[src/rtl/utf8_stream_decoder_defines.svh]
// Assertion macros for the UTF-8 stream decoder.
// UTF8_ASSERT is gated by reset; UTF8_ASSERT_ALWAYS also checks during reset.
`ifndef UTF8_STREAM_DECODER_DEFINES_SVH
`define UTF8_STREAM_DECODER_DEFINES_SVH

`ifndef SYNTHESIS
`define UTF8_ASSERT(lbl, prop, msg) \
  lbl: assert property (@(posedge clk) disable iff (rst) prop) else $error(msg);
`define UTF8_ASSERT_ALWAYS(lbl, prop, msg) \
  lbl: assert property (@(posedge clk) prop) else $error(msg);
`else
`define UTF8_ASSERT(lbl, prop, msg)
`define UTF8_ASSERT_ALWAYS(lbl, prop, msg)
`endif

`endif

[src/rtl/utf8d_pkg.sv]
`timescale 1ns / 1ps
`default_nettype none

package utf8d_pkg;

  localparam logic [20:0] REPLACEMENT_CHAR = 21'h00FFFD;

  // range the next byte of a pending sequence must meet
  typedef enum logic [2:0] {
    RANGE_CONT = 3'd0,  // 80-BF
    RANGE_E0   = 3'd1,  // A0-BF
    RANGE_ED   = 3'd2,  // 80-9F
    RANGE_F0   = 3'd3,  // 90-BF
    RANGE_F4   = 3'd4   // 80-8F
  } range_sel_t;

  typedef enum logic [1:0] {
    LEAD_ASCII,
    LEAD_OPEN,
    LEAD_REJECT
  } lead_kind_t;

  typedef struct packed {
    lead_kind_t  kind;
    logic [1:0]  owed;
    range_sel_t  sel;
    logic [20:0] partial;
  } lead_t;

  typedef struct packed {
    logic [20:0] code_point;
    logic [2:0]  sequence_length;
    logic        status;
    logic        last_of_run;
  } utf8d_result_t;

  function automatic logic in_range(range_sel_t sel, logic [7:0] b);
    logic ok;
    case (sel)
      RANGE_E0: ok = b inside {[8'hA0:8'hBF]};
      RANGE_ED: ok = b inside {[8'h80:8'h9F]};
      RANGE_F0: ok = b inside {[8'h90:8'hBF]};
      RANGE_F4: ok = b inside {[8'h80:8'h8F]};
      default:  ok = b inside {[8'h80:8'hBF]};
    endcase
    return ok;
  endfunction

  function automatic lead_t decode_lead(logic [7:0] b);
    lead_t l;
    l.kind    = LEAD_REJECT;
    l.owed    = 2'd0;
    l.sel     = RANGE_CONT;
    l.partial = '0;
    if (b inside {[8'h00:8'h7F]}) begin
      l.kind = LEAD_ASCII;
    end else if (b inside {[8'hC2:8'hDF]}) begin
      l.kind    = LEAD_OPEN;
      l.owed    = 2'd1;
      l.partial = {10'b0, b[4:0], 6'b0};
    end else if (b inside {[8'hE0:8'hEF]}) begin
      l.kind    = LEAD_OPEN;
      l.owed    = 2'd2;
      l.partial = {5'b0, b[3:0], 12'b0};
      if (b == 8'hE0) begin
        l.sel = RANGE_E0;
      end else if (b == 8'hED) begin
        l.sel = RANGE_ED;
      end
    end else if (b inside {[8'hF0:8'hF4]}) begin
      l.kind    = LEAD_OPEN;
      l.owed    = 2'd3;
      l.partial = {b[2:0], 18'b0};
      if (b == 8'hF0) begin
        l.sel = RANGE_F0;
      end else if (b == 8'hF4) begin
        l.sel = RANGE_F4;
      end
    end
    return l;
  endfunction

endpackage

`default_nettype wire

[src/rtl/utf8_stream_decoder.sv]
`timescale 1ns / 1ps
`default_nettype none
`include "utf8_stream_decoder_defines.svh"

// channel  dir  tdata                              tuser   tlast
// s_axis   in   [7:0] data_byte                    -       end_of_data
// m_axis   out  [20:0] code_point,                 status  last_of_run
//               [23:21] sequence_length
//
// One byte per cycle while the output keeps up; a byte that gives two results
// (bad continuation byte followed by its replay as a lead byte) holds the input
// while both wait in the two-entry result buffer, which drains one per cycle.
// Decode is one combinational pass from the input to the result buffer.
// rst is synchronous and clears the sequence state and empties the result buffer.
// A stalled output keeps up to two results; input is taken only when the
// buffer is empty or its last waiting item leaves in the same cycle.

module utf8_stream_decoder (
  input  wire logic        clk,
  input  wire logic        rst,
  input  wire logic        s_axis_tvalid,
  output logic             s_axis_tready,
  input  wire logic [7:0]  s_axis_tdata,   // [7:0] data_byte
  input  wire logic        s_axis_tlast,   // end_of_data
  output logic             m_axis_tvalid,
  input  wire logic        m_axis_tready,
  output logic [23:0]      m_axis_tdata,   // [20:0] code_point, [23:21] sequence_length
  output logic             m_axis_tuser,   // status
  output logic             m_axis_tlast    // last_of_run
);
  import utf8d_pkg::*;

  logic [20:0]   partial_value, partial_value_next;
  logic [1:0]    bytes_owed, bytes_owed_next;
  range_sel_t    next_range_select, next_range_select_next;
  logic [1:0]    bytes_taken, bytes_taken_next;

  utf8d_result_t out_slot0, out_slot1;
  logic [1:0]    out_count;

  utf8d_result_t res0, res1;
  logic [1:0]    res_count;

  lead_t         lead;
  utf8d_result_t lead_res;
  logic          lead_has;

  logic          accept, pop;
  logic [1:0]    owed_m1;
  logic [2:0]    taken;
  logic [20:0]   cont_bits, cont_cp;

  assign accept        = s_axis_tvalid && s_axis_tready;
  assign pop           = m_axis_tvalid && m_axis_tready;
  assign s_axis_tready = (out_count == 2'd0) || ((out_count == 2'd1) && m_axis_tready);

  assign m_axis_tvalid = (out_count != 2'd0);
  assign m_axis_tdata  = {out_slot0.sequence_length, out_slot0.code_point};
  assign m_axis_tuser  = out_slot0.status;
  assign m_axis_tlast  = out_slot0.last_of_run;

  assign lead    = decode_lead(s_axis_tdata);
  assign owed_m1 = bytes_owed - 2'd1;
  assign taken   = {1'b0, bytes_taken} + 3'd1;

  always_comb begin
    case (owed_m1)
      2'd0:    cont_bits = {15'b0, s_axis_tdata[5:0]};
      2'd1:    cont_bits = {9'b0, s_axis_tdata[5:0], 6'b0};
      default: cont_bits = {3'b0, s_axis_tdata[5:0], 12'b0};
    endcase
  end

  assign cont_cp = partial_value + cont_bits;

  // result of the byte taken as a lead byte; an open sequence gives none unless it is the last byte of data
  always_comb begin
    lead_res = '0;
    lead_has = 1'b1;
    case (lead.kind)
      LEAD_ASCII: begin
        lead_res.code_point      = {13'b0, s_axis_tdata};
        lead_res.sequence_length = 3'd1;
      end
      LEAD_OPEN: begin
        lead_res.code_point      = REPLACEMENT_CHAR;
        lead_res.sequence_length = 3'd1;
        lead_res.status          = 1'b1;
        lead_has                 = s_axis_tlast;
      end
      default: begin
        lead_res.code_point      = REPLACEMENT_CHAR;
        lead_res.sequence_length = 3'd1;
        lead_res.status          = 1'b1;
      end
    endcase
  end

  always_comb begin
    partial_value_next     = partial_value;
    bytes_owed_next        = bytes_owed;
    next_range_select_next = next_range_select;
    bytes_taken_next       = bytes_taken;
    res0                   = '0;
    res1                   = '0;
    res_count              = 2'd0;

    if (bytes_owed == 2'd0 || !in_range(next_range_select, s_axis_tdata)) begin
      if (bytes_owed != 2'd0) begin
        // bad continuation: close pending sequence, then replay byte as a lead
        res0.code_point      = REPLACEMENT_CHAR;
        res0.sequence_length = {1'b0, bytes_taken};
        res0.status          = 1'b1;
        res_count            = 2'd1;
      end
      partial_value_next     = '0;
      bytes_owed_next        = 2'd0;
      next_range_select_next = RANGE_CONT;
      bytes_taken_next       = 2'd0;
      if (lead.kind == LEAD_OPEN && !s_axis_tlast) begin
        partial_value_next     = lead.partial;
        bytes_owed_next        = lead.owed;
        next_range_select_next = lead.sel;
        bytes_taken_next       = 2'd1;
      end
      if (lead_has) begin
        if (res_count == 2'd0) begin
          res0      = lead_res;
          res_count = 2'd1;
        end else begin
          res1      = lead_res;
          res_count = 2'd2;
        end
      end
    end else if (owed_m1 == 2'd0) begin
      res0.code_point        = cont_cp;
      res0.sequence_length   = taken;
      res_count              = 2'd1;
      partial_value_next     = '0;
      bytes_owed_next        = 2'd0;
      next_range_select_next = RANGE_CONT;
      bytes_taken_next       = 2'd0;
    end else if (s_axis_tlast) begin
      res0.code_point        = REPLACEMENT_CHAR;
      res0.sequence_length   = taken;
      res0.status            = 1'b1;
      res_count              = 2'd1;
      partial_value_next     = '0;
      bytes_owed_next        = 2'd0;
      next_range_select_next = RANGE_CONT;
      bytes_taken_next       = 2'd0;
    end else begin
      partial_value_next     = cont_cp;
      bytes_owed_next        = owed_m1;
      next_range_select_next = RANGE_CONT;
      bytes_taken_next       = taken[1:0];
    end

    if (res_count == 2'd1) begin
      res0.last_of_run = 1'b1;
    end else if (res_count == 2'd2) begin
      res1.last_of_run = 1'b1;
    end
  end

  always_ff @(posedge clk) begin
    if (rst) begin
      partial_value     <= '0;
      bytes_owed        <= 2'd0;
      next_range_select <= RANGE_CONT;
      bytes_taken       <= 2'd0;
    end else if (accept) begin
      partial_value     <= partial_value_next;
      bytes_owed        <= bytes_owed_next;
      next_range_select <= next_range_select_next;
      bytes_taken       <= bytes_taken_next;
    end
  end

  // ready implies the buffer is empty after this cycle's pop
  always_ff @(posedge clk) begin
    if (rst) begin
      out_count <= 2'd0;
    end else if (accept) begin
      out_count <= res_count;
    end else if (pop) begin
      out_count <= out_count - 2'd1;
    end
  end

  always_ff @(posedge clk) begin
    if (accept) begin
      out_slot0 <= res0;
      out_slot1 <= res1;
    end else if (pop) begin
      out_slot0 <= out_slot1;
    end
  end

  `UTF8_ASSERT_ALWAYS(a_reset_empties, rst |=> !m_axis_tvalid, "output valid after reset")
  `UTF8_ASSERT(a_count_max, out_count != 2'd3, "result buffer overfilled")
  `UTF8_ASSERT(a_full_blocks, (out_count == 2'd2) |-> !s_axis_tready, "input taken while full")
  `UTF8_ASSERT(a_first_of_pair, (m_axis_tvalid && !m_axis_tlast) |-> m_axis_tuser, "pair must open with error")
  `UTF8_ASSERT(a_idle_clean, (bytes_owed == 2'd0) |-> (bytes_taken == 2'd0 && partial_value == 21'd0), "stale sequence state")
  `UTF8_ASSERT(a_ascii_len, (m_axis_tvalid && !m_axis_tuser && m_axis_tdata[23:21] == 3'd1) |-> (m_axis_tdata[20:7] == 14'd0), "one-byte result above 7F")

endmodule

`default_nettype wire

[config.mk]
export PLATFORM = sky130hd
export DESIGN_NAME = utf8_stream_decoder
export DESIGN_NICKNAME = d
export VERILOG_FILES = /design/src/rtl/utf8d_pkg.sv /design/src/rtl/utf8_stream_decoder.sv
export VERILOG_INCLUDE_DIRS = /design/src /design/src/rtl
export SDC_FILE = /design/constraint.sdc
export NUM_CORES = 1
export LEC_CHECK = 0
export BUFFER_PORTS_ARGS = -buffer_cell sky130_fd_sc_hd__buf_2
export CAP_MARGIN = 20
export CORE_ASPECT_RATIO = 1.2
export CORE_MARGIN = 2
export CORE_UTILIZATION = 36
export CTS_CLUSTER_DIAMETER = 40
export DETAILED_ROUTE_END_ITERATION = 12
export PLACE_DENSITY = 0.49
export SLEW_MARGIN = 20
export SYNTH_ARGS = -nofsm -noshare
export SYNTH_HDL_FRONTEND = slang
export SYNTH_SLANG_ARGS = --single-unit
[constraint.sdc]
create_clock -name clk -period 8.51 [get_ports clk]
set_input_delay 2.553 -clock clk [delete_from_list [all_inputs] [get_ports clk]]
set_output_delay 2.553 -clock clk [all_outputs]
set_load 0.1 [all_outputs]
==> results of run 1 <==
power groups by stage:
stage                     clock network (mW)  registers [mW]  logic (mW)
after detailed placement                   0           0.461       0.713
after CTS                              0.410           0.455       0.716
final                                  0.403           0.454       0.718
after global routing                   0.429           0.462       0.761
after floorplan                            0           0.759       0.284
after global placement                     0           0.459       0.714
state kept, by name, summed over array words and instances (netlist names):
signal             cells
out_count              2
bytes_owed             2
m_axis_tdata          24
m_axis_tuser           1
partial_value         21
bytes_taken            2
next_range_select      3
out_slot1             11
m_axis_tlast           1
cell usage in the layout (no fill, tap or decap), types with 8 or more instances in the layout:
cell and instances:
and3_1 11, edfxtp_1 37, buf_2 40, nor2_1 58, nor3_1 20, o21ai_1 10, and2_1 9, ha_1 25
xor2_1 8, inv_1 22, nand3_1 8, o21ai_0 30, xnor2_1 11, a31oi_1 9, clkbuf_16 9, nand2_1 34
a21oi_1 41, dfxtp_1 30
per-stage QoR:
step / area [um^2] / worst slack (ns) / hold WS, ns / util (%)
floorplan: 4360 / 2.73 / 0.432 / -
global placement: 4660 / 2.78 / 0.447 / 39.0
detailed placement: 4660 / 2.76 / 0.452 / 39.0
CTS: 4980 / 2.75 / 0.462 / 41.7
global route: 4990 / 2.74 / 0.496 / 41.8
finish: 4990 / 2.76 / 0.459 / 41.8
final cells by class:
| class | count | area share [%] |
|---|---|---|
| multi-input combinational | 373 | 48.8 |
| sequential | 67 | 34.3 |
| clock buffer | 10 | 4.78 |
| timing repair buffer | 44 | 4.76 |
| tap | 161 | 4.03 |
| inverter | 24 | 1.80 |
| clock inverter | 5 | 1.55 |
layer usage:
| layer | wire, um | share of wire, % | global-route usage (%) | up-vias |
|---|---|---|---|---|
| met3 | 494 | 4.0 | 3.56 | 11 |
| met5 | 0 | 0 | 0 | - |
| met2 | 5970 | 49 | 31.8 | 90 |
| met1 | 5700 | 46 | 25.3 | 1834 |
| li1 | - | - | - | 1863 |
| met4 | 132 | 1.1 | 6.04 | 0 |
path summary, 6_finish.rpt:
path / endpoint / slack [ns] / depth (start not counted)
hold / removal: partial_value[11] / 0.46 / 2
hold reg to reg: partial_value[11] / 0.46 / 2
setup / recovery: s_axis_tready / 2.76 / 3
setup reg to reg: m_axis_tdata[15] / 5.19 / 11
cell families after synthesis:
logic type	Yosys count
flip-flops	67
AND/OR/NAND/NOR	169
XOR/XNOR	19
adder cells (fa/ha/maj)	26
AO/OA/AOI/OAI	155
multiplexers	4
buffers and inverters	51
critical path, cell delays in order:
cell and delay, ns:
buf_2 0.09, a21o_1 0.13, buf_2 0.42
==> out/qor.json, run 1 <==
{
  "run_status": "completed",
  "p_total_mw": 1.57,
  "synth_top_area_cell": "edfxtp_1",
  "setup_viol": 0,
  "drc_markers": 0,
  "die_h_um": 125,
  "worst_pin_slew_ns": 1.04,
  "floorplan.die_area_um2": 13000,
  "hold_path.startpoint": "partial_value[11]",
  "cts_made_buffers": 9,
  "ys_seq_area_share_pct": 39.3,
  "synthMuxAreaShare_pct": 0.947,
  "yosys_warnings": 0,
  "parity_gate_share_of_the_synthesized_area_counting_xor_and_xnor_cells_pct": 3.82,
  "dr_vias_cell": 5.55,
  "p_sw_share_pct": 47.2,
  "clock_skew_ns": 0.00874,
  "root_buffer": "clkbuf_16",
  "peakVddDrop_mv": 0.187,
  "postCtsHoldBufs": 0,
  "power.density_cell_area_nw_per_um2": 315,
  "wl_per_cell_um": 18.0,
  "core_area_um2": 11900,
  "rsz0062_at_grt": "false",
  "detailedRoute.firstPassIterationCount": 5,
  "postSynthRegisterBits": 67,
  "asyncSetResetFlopFracSynth_pct": 0,
  "crit_required_ns": 5.96,
  "hold_class": "flip-flop to flip-flop",
  "cellInternalPower_mw": 0.832,
  "insertion_delay_ns": 0.34,
  "synth_ff_type": "edfxtp_1",
  "floorplan.die.width_um": 104,
  "drtAntennaViolNets": 0,
  "port-buffer-count": 40,
  "maxSlewViolCount": 0,
  "hpwlAfterDp_mm": 8.68,
  "synth_top_family_by_area": "compound AO/OA/AOI/OAI gates",
  "net-switching-power_mw": 0.743,
  "clkSinkCount": 67,
  "synth.cells.most_frequent": "58 x nor2_1, 41 x a21oi_1, 37 x edfxtp_1",
  "synth_most_common_cell": "nor2_1",
  "max_clock_freq_mhz": 174,
  "yosysUniqueCellTypes": 67,
  "final.setup.tns_ns": 0,
  "post_synth_adder_cell_area_pct": 7.64,
  "clock_tree.htree_level_count": 3,
  "mappedNetlistArea_um2": 4360,
  "critical_path.endpoint_type": "primary output",
  "post_layout_nonfiller_instances": 684,
  "place_inst": 668,
  "route.vias.total": 3798,
  "timing.critical_path.from_type": "input port",
  "floorplan.initialDensity_pct": 36.5,
  "power.clock.fraction_pct": 25.6,
  "synth-edff-count": 37,
  "grt_max_degree": 47,
  "fin_crit_ns": 5.75,
  "cts_max_path_buffers": 2,
  "synth_nets": 530,
  "final_net_count": 558,
  "dr.first_iter.drc_count": 259,
  "critPathKind": "input port to primary output",
  "reg2reg_from": "bytes_owed[0]",
  "grt_usage_pct": 19.2,
  "synth_top_area_share_pct": 25.5,
  "clk_transition_reported_paths_ns": 0.06,
  "multiInputGateArea_um2": 2440,
  "crit_path_start": "m_axis_tready",
  "gr-total-overflow": 0,
  "grt_first_pass_wirelength_mm": 19.5,
  "timing.final.hold_violations": 0,
  "p_seq_share_pct": 28.8,
  "routed_wl_mm": 12.3,
  "ys_top_cells_by_area": "edfxtp_1 25%, dfxtp_1 14%, ha_1 7.2%",
  "io_pins": 41,
  "register_area_um2": 1710,
  "static-leakage-power_nw": 1.94,
  "finalCritPeriodShare_pct": 67.6,
  "slew_headroom_pct": 29.7,
  "post_synth_inst_count": 491,
  "fraction_of_final_layout_cells_with_drive_strength_greater_than_1_pct": 15.1,
  "place_congestion": 0.833,
  "synth_compound_gate_area_share_pct": 24.7,
  "row_count": 44,
  "p_comb_share_pct": 45.6,
  "areaGrowthSynthToFinish_pct": 14.6,
  "initial_antenna_violation_count": 0,
  "critical_path_arrival_ns": 3.20,
  "ctsResizeCount": 0,
  "postCtsSetupRepairBufs": 0,
  "max_cap_viol_count": 0,
  "diodes": 0,
  "syn_area_per_cell_um2": 8.88,
  "critical_path.max_fanout": 2,
  "synth_simple_gate_area_share_pct": 18.8,
  "first_global_vias": 3587,
  "tritoncts": "built",
  "nFillCells": 1224
}
No activity file was read; power rests on OpenSTA's default activity.
==> inputs of run 2 (changes only) <==
- clock period: 8.51 -> 5.9 ns (I/O delays scaled with it)
==> out/qor.json, run 2 (same netlist as run 1, synthesis figures left out) <==
{
  "tritoncts": "built",
  "fraction_of_final_layout_cells_with_drive_strength_greater_than_1_pct": 14.9,
  "initial_antenna_violation_count": 0,
  "postCtsSetupRepairBufs": 0,
  "route.vias.total": 3865,
  "hpwlAfterDp_mm": 8.99,
  "place_congestion": 0.880,
  "floorplan.initialDensity_pct": 36.5,
  "power.density_cell_area_nw_per_um2": 455,
  "insertion_delay_ns": 0.34,
  "clk_transition_reported_paths_ns": 0.05,
  "setup_viol": 0,
  "critical_path.endpoint_type": "primary output",
  "p_total_mw": 2.27,
  "port-buffer-count": 40,
  "floorplan.die_area_um2": 13000,
  "detailedRoute.firstPassIterationCount": 6,
  "peakVddDrop_mv": 0.293,
  "timing.final.hold_violations": 0,
  "grt_first_pass_wirelength_mm": 20.0,
  "number_of_flip_flops_in_the_largest_register": 24,
  "hold_class": "flip-flop to flip-flop",
  "ctsResizeCount": 0,
  "drc_markers": 0,
  "number_of_instances_on_the_worst_hold_path": 2,
  "gr-total-overflow": 0,
  "slew_headroom_pct": 29.7,
  "io_pins": 41,
  "critical_path_arrival_ns": 2.39,
  "finalCritPeriodShare_pct": 70.5,
  "most-common-layout-cells": "58 x nor2_1, 41 x a21oi_1, 40 x buf_2",
  "areaGrowthSynthToFinish_pct": 14.7,
  "crit_required_ns": 4.13,
  "place_inst": 668,
  "grt_usage_pct": 19.5,
  "fin_crit_ns": 4.16,
  "root_buffer": "clkbuf_16",
  "post_layout_nonfiller_instances": 685,
  "clock_skew_ns": 0.00426,
  "final_net_count": 558,
  "critical_path.max_fanout": 2,
  "dr.first_iter.drc_count": 293,
  "max_clock_freq_mhz": 240,
  "routed_wl_mm": 12.4,
  "rsz0062_at_grt": "false",
  "floorplan.die.width_um": 104,
  "static-leakage-power_nw": 1.94,
  "run_status": "completed",
  "cts_max_path_buffers": 2,
  "multiInputGateArea_um2": 2440,
  "maxSlewViolCount": 0,
  "row_count": 44,
  "dr_vias_cell": 5.64,
  "postCtsHoldBufs": 0,
  "timing.critical_path.from_type": "input port",
  "worst_pin_slew_ns": 1.04,
  "cts_made_buffers": 9,
  "wl_per_cell_um": 18.1,
  "die_h_um": 125,
  "register_area_um2": 1710,
  "critPathKind": "input port to primary output",
  "clkSinkCount": 67,
  "clock_tree.htree_level_count": 3,
  "core_area_um2": 11900,
  "max_cap_viol_count": 0,
  "first_global_vias": 3735,
  "worst-r2r-cell-count": 11,
  "final.setup.tns_ns": 0,
  "diodes": 0,
  "grt_max_degree": 40,
  "drtAntennaViolNets": 0,
  "mostFrequentLayoutCell": "nor2_1",
  "nFillCells": 1202
}
run 2: cell types whose count changed in the layout (fill, tap and decap cells not counted), sizes merged:
cell and change:
clkbuf +1
run 2: area by class of cell:
class	count	area share, %
clock buffer	11	4.86
clock inverter	5	1.53
inverter	24	1.80
sequential	67	34.3
multi-input combinational	373	48.8
tap	161	4.03
timing repair buffer	44	4.76
run 2: worst paths after layout:
check                          from           endpoint  slack, ns
setup / recovery      m_axis_tready      s_axis_tready       1.74
setup reg to reg      bytes_owed[0]   m_axis_tdata[15]       2.66
hold reg to reg   partial_value[11]  partial_value[11]       0.46
hold / removal    partial_value[11]  partial_value[11]       0.46
run 2: per-layer routing:
layer	share of wire (%)	routed length [um]	vias to the layer above	GRT usage, %
met5	0	0	-	0
met4	2.9	359	0	8.51
met3	4.5	560	30	3.56
met2	48	5970	112	32.1
met1	44	5520	1856	24.9
li1	-	-	1867	-
run 2: worst max-delay path, stage by stage:
cell and delay [ns]:
buf_2 0.08, a21o_1 0.12, buf_2 0.42
run 2: through the flow:
stage               setup slack (ns)  area, um^2  utilization, %  hold WS, ns
floorplan                       1.69        4360               -        0.432
global placement                1.50        4660            39.0        0.447
detailed placement              1.53        4660            39.0        0.453
CTS                             1.73        4980            41.7        0.462
global route                    1.66        5000            41.8        0.479
finish                          1.74        5000            41.8        0.459
run 2: power by group:
part	switching, mW	internal, mW	total, mW
combinational	0.843	0.197	1.04
sequential	0.0281	0.625	0.653
clock	0.202	0.379	0.581
